### src/hw/rtl/pfsc_ram.sv
// Generic simple dual-port RAM with registered read.
`default_nettype none
module pfsc_ram #(
	parameter int WIDTH = 8,
	parameter int DEPTH = 16
) (
	input  wire logic                                   clk,
	input  wire logic                                   we,
	input  wire logic [((DEPTH > 1) ? $clog2(DEPTH) : 1)-1:0] waddr,
	input  wire logic [WIDTH-1:0]                       wdata,
	input  wire logic                                   re,
	input  wire logic [((DEPTH > 1) ? $clog2(DEPTH) : 1)-1:0] raddr,
	output logic      [WIDTH-1:0]                       rdata
);
	logic [WIDTH-1:0] mem_q [DEPTH];

	always_ff @(posedge clk) begin
		if (we) begin
			mem_q[waddr] <= wdata;
		end
		if (re) begin
			rdata <= mem_q[raddr];
		end
	end
endmodule
`default_nettype wire

### config.mk
export PLATFORM = sky130hd
export DESIGN_NAME = pfsc_ram
export DESIGN_NICKNAME = d
export VERILOG_FILES = /design/src/hw/rtl/pfsc_ram.sv
export SDC_FILE = /design/constraint.sdc
export NUM_CORES = 1
export LEC_CHECK = 0
export ABC_AREA = 1
export BUFFER_PORTS_ARGS = -buffer_cell sky130_fd_sc_hd__buf_2
export CAP_MARGIN = 20
export CORE_MARGIN = 5
export CORE_UTILIZATION = 40
export CTS_BUF_LIST = sky130_fd_sc_hd__clkbuf_2
export CTS_CLUSTER_DIAMETER = 200
export CTS_CLUSTER_SIZE = 14
export DETAILED_ROUTE_END_ITERATION = 10
export GPL_TIMING_DRIVEN = 0
export PLACE_DENSITY = 0.59
export SLEW_MARGIN = 20
export SYNTH_ARGS = -nofsm -noshare
export SYNTH_HDL_FRONTEND = slang
export SYNTH_SLANG_ARGS = --single-unit
export TNS_END_PERCENT = 10
### constraint.sdc
create_clock -name clk -period 1.61 [get_ports clk]
set_input_delay 0.0805 -clock clk [delete_from_list [all_inputs] [get_ports clk]]
set_output_delay 0.0805 -clock clk [all_outputs]
set_load 0.01 [all_outputs]
[Word-level counts from Yosys, hierarchy flattened]
Memory sizes are Yosys's and may differ from the RTL's. A register that Yosys moved wholly into a read port is not among the register bits.
Cells that the tools add are included.
Storage, ports and cells
  input bits: 19
  RAM bits: 128
  output and inout port bits: 8
  word-level logic and storage cells: 3
  bits in registers: 0
  memories kept: 1
Operators by class
  muxes and demuxes: 2
Memory list
  mem_q: depth 16, width 8, read ports 1, clocked after Yosys merged registers in 1, wr ports 1, RTL line 15  | logic [WIDTH-1:0] mem_q [DEPTH];
Operator list (number)
  $mux W1: 2

[Depth between registers and ports, before layout]
  word-level depth: 2
  gate-level depth with buffers: 8
  mapped depth without buffers: 7

[Least setup slack after synthesis]
Ideal clock, no wire load.
  kind: input to register
  start point: in waddr[2] (netlist name)
  end point: mem mem_q[10][0] (enable)
  arrival: 0.661 ns
  setup slack: 0.579 ns
  path buffers: 0
  library setup time: 0.370 ns
  data required time: 1.240 ns
  cell stages on the path: 2
  cells stage by stage: nand3b_1 nor2_1
RTL lines
  start, declared: RTL line 9  | input wire logic [((DEPTH > 1) ? $clog2(DEPTH) : 1)-1:0] waddr,
  end, declared: RTL line 15
No word-level cell before the write port.

[Worst setup path after layout]
  start point: in waddr[3] (netlist name)
  end point: mem mem_q[5][3] (enable)
No word-level cell before the write port.

==> impl_metrics.yaml <==
outcome:
  status: "completed"
setup_path:
  critPathArrivalTime_ps: 1900
  cp-start-kind: "primary input"
  endpoint_kind: "flip-flop"
  crit_type: "primary input to flip-flop"
  cp_data_required_time_ps: 1920
  crit_path_max_fanout: 8
synth:
  syn_area_um2: 5847
  ys_warn_count: 0
  seq_area_frac_synth_pct: 69.85
  yosysMostFrequentCell: "nand2_1"
  synth_mux_area_share_pct: 0
  synthSimpleGateAreaFrac_pct: 20.76
  synth.area.top_cells: "edfxtp_1, nand2_1, nand3_1"
  ys_ff_latch: 136
  synth_nets: 570
  yosysTopAreaCell: "edfxtp_1"
  synth_top_cells_by_count: "nand2_1, edfxtp_1, inv_1"
  synth_top_family_by_area: "simple AND/OR/NAND/NOR gates"
  synth_cell_types: 11
  async_reset_ff_share_pct: 0
  synth_top_cell_area_share_pct: 69.85
  synth_adder_area_share_pct: 0
  syn_avg_cell_area_um2: 10.61
  syn_inst: 551
  synth_edf_count: 136
  synth_xor_area_share_pct: 0
  synth_compound_area_share_pct: 0
  synth_ff_type: "edfxtp_1"
clock_network:
  path_clk_slew_ps: 180
  root_buffer: "clkbuf_2"
  numCtsBuffers: 17
  post_cts_buffers: 0
  insertion_delay_ps: 680
  h-tree-depth: 4
  cts.sinks: 136
  cts_tree: "yes"
  hold_buffers: 17
  clockBufferDepth: 2
  cts_resized: 0
sta:
  fin_crit_sh_pct: 98.55
  rsz0062_at_grt: "false"
  drv_slew: 0
  setup_viol: 0
  tightest_slew_ps: 1160
  finalHoldViolCount: 0
  slew_headroom_pct: 22.36
  period_minus_slack_ps: 1587
  hold_ws_ps: 147.8
  fmax_ghz: 0.6302
  finClkSkew_ps: 24.78
floorplan:
  die_h_um: 130.9
  coreArea_um2: 14420
  die-width_um: 130.9
  rows: 44
  initial_core_util_pct: 40.54
  ioPinCount: 27
  die_area_um2: 17130
cells_and_area:
  fin_area_um2: 6603
  synthToLayoutAreaGrowth_pct: 12.93
  drive_above_1_share_pct: 12.36
  layout.nets: 629
power_and_ir_drop:
  finalPower_mw: 6.586
  power_frac_comb_pct: 8.3
  switchingPower_mw: 1.547
  pwr-share-clk_pct: 30.9
  intPower_mw: 5.039
  powerDensity_nw_per_um2: 997.4
  p_leak_nw: 2.847
  vdd_ir_drop_max_uv: 447.4
  p_sw_share_pct: 23.49
  power.share.sequential_pct: 60.8
run:
  maxCapViolCount: 0
routing:
  drtPass1Iterations: 5
  drtIter0Drc: 307
  antenna_left: 0
  drcViolationCount: 0
  wirelength_um: 13870
  routedWlPerCell_um: 17.16
  vias: 3904
  viasPerCell: 4.832
placement:
  placed_area_um2: 6192
  finalWeightedCongestion: 0.8822
  hpwl_um: 9253
  portBuffers: 23
global_route:
  grt_antenna_before_repair: 1
  grt_pass1_vias: 3718
  grt_overflow_total: 0
  grt_usage_pct: 17.36
  grt_max_degree: 17
  grt_first_pass_wirelength_um: 21290
min_path:
  min_path_type: "primary input to flip-flop"
## flip-flops by register name, summed over array words and instances (netlist names)
register and flops:
mem_q 128, rdata 8
## through the flow
step	setup TNS (ps)	worst slack [ps]	util, %	instances
floorplan	0	578.7	-	551
global placement	0	15.34	42.93	758
detailed placement	-598.4	-75.80	42.93	758
CTS	0	164.2	45.76	807
global route	0	75.98	45.78	808
finish	0	23.32	45.78	808
## cells in the final DEF, fill, tap and decap left out, types with 4 or more instances in the layout
master         count
buf_4              4
buf_2             36
nand3_1           97
dlygate4sd3_1     17
nand2_1          173
buf_6              6
inv_1            100
nor2_1            17
clkbuf_2          22
edfxtp_1         136
## path summary, 6_finish.rpt
check	from	endpoint	slack [ps]	cells after the start
worst min-delay path	raddr[0]	rdata[7]	150	8
worst min register to register	mem_q[6][2]	rdata[2]	810	6
worst max-delay path	waddr[3]	mem_q[5][3]	20	4
worst max register to register	mem_q[0][3]	rdata[3]	410	6
## cell families (layout without fill, tap and decap cells)
logic type / count (synthesis) / after routing
other: 0 / 1
buffers and inverters: 126 / 198
and+or+nand+nor: 289 / 289
DFF: 136 / 136
## worst max-delay path, stage by stage
cell	delay (ps)
dlygate4sd3_1	530
buf_2	140
nand3b_1	230
nor2_1	910
## power by group through the flow
stage | combinational (mW) | clock [mW] | sequential [mW]
floorplan | 0.280 | 0 | 4.09
global placement | 0.508 | 0 | 4.08
detailed placement | 0.516 | 0 | 4.08
CTS | 0.550 | 2.09 | 4.00
global route | 0.604 | 2.25 | 4.01
finish | 0.547 | 2.04 | 4.00
## final cells by class
type | instances | area (µm²)
inverter | 102 | 382.9
fill | 1340 | 7821
tap | 184 | 230.2
antenna | 1 | 2.502
multi-input combinational | 289 | 1214
buffer | 24 | 166.4
clock inverter | 10 | 127.6
clock buffer | 22 | 110.1
timing repair buffer | 40 | 285.3
sequential | 136 | 4084
## layer usage
layer	up-vias	track usage [%]	routed length [µm]
met1	1858	23.73	6266
met2	131	27.35	6517
met3	15	3.902	894
met4	0	6.352	185
met5	-	0	0
li1	1900	-	-
Note: power is estimated with default switching activity, not from simulation.
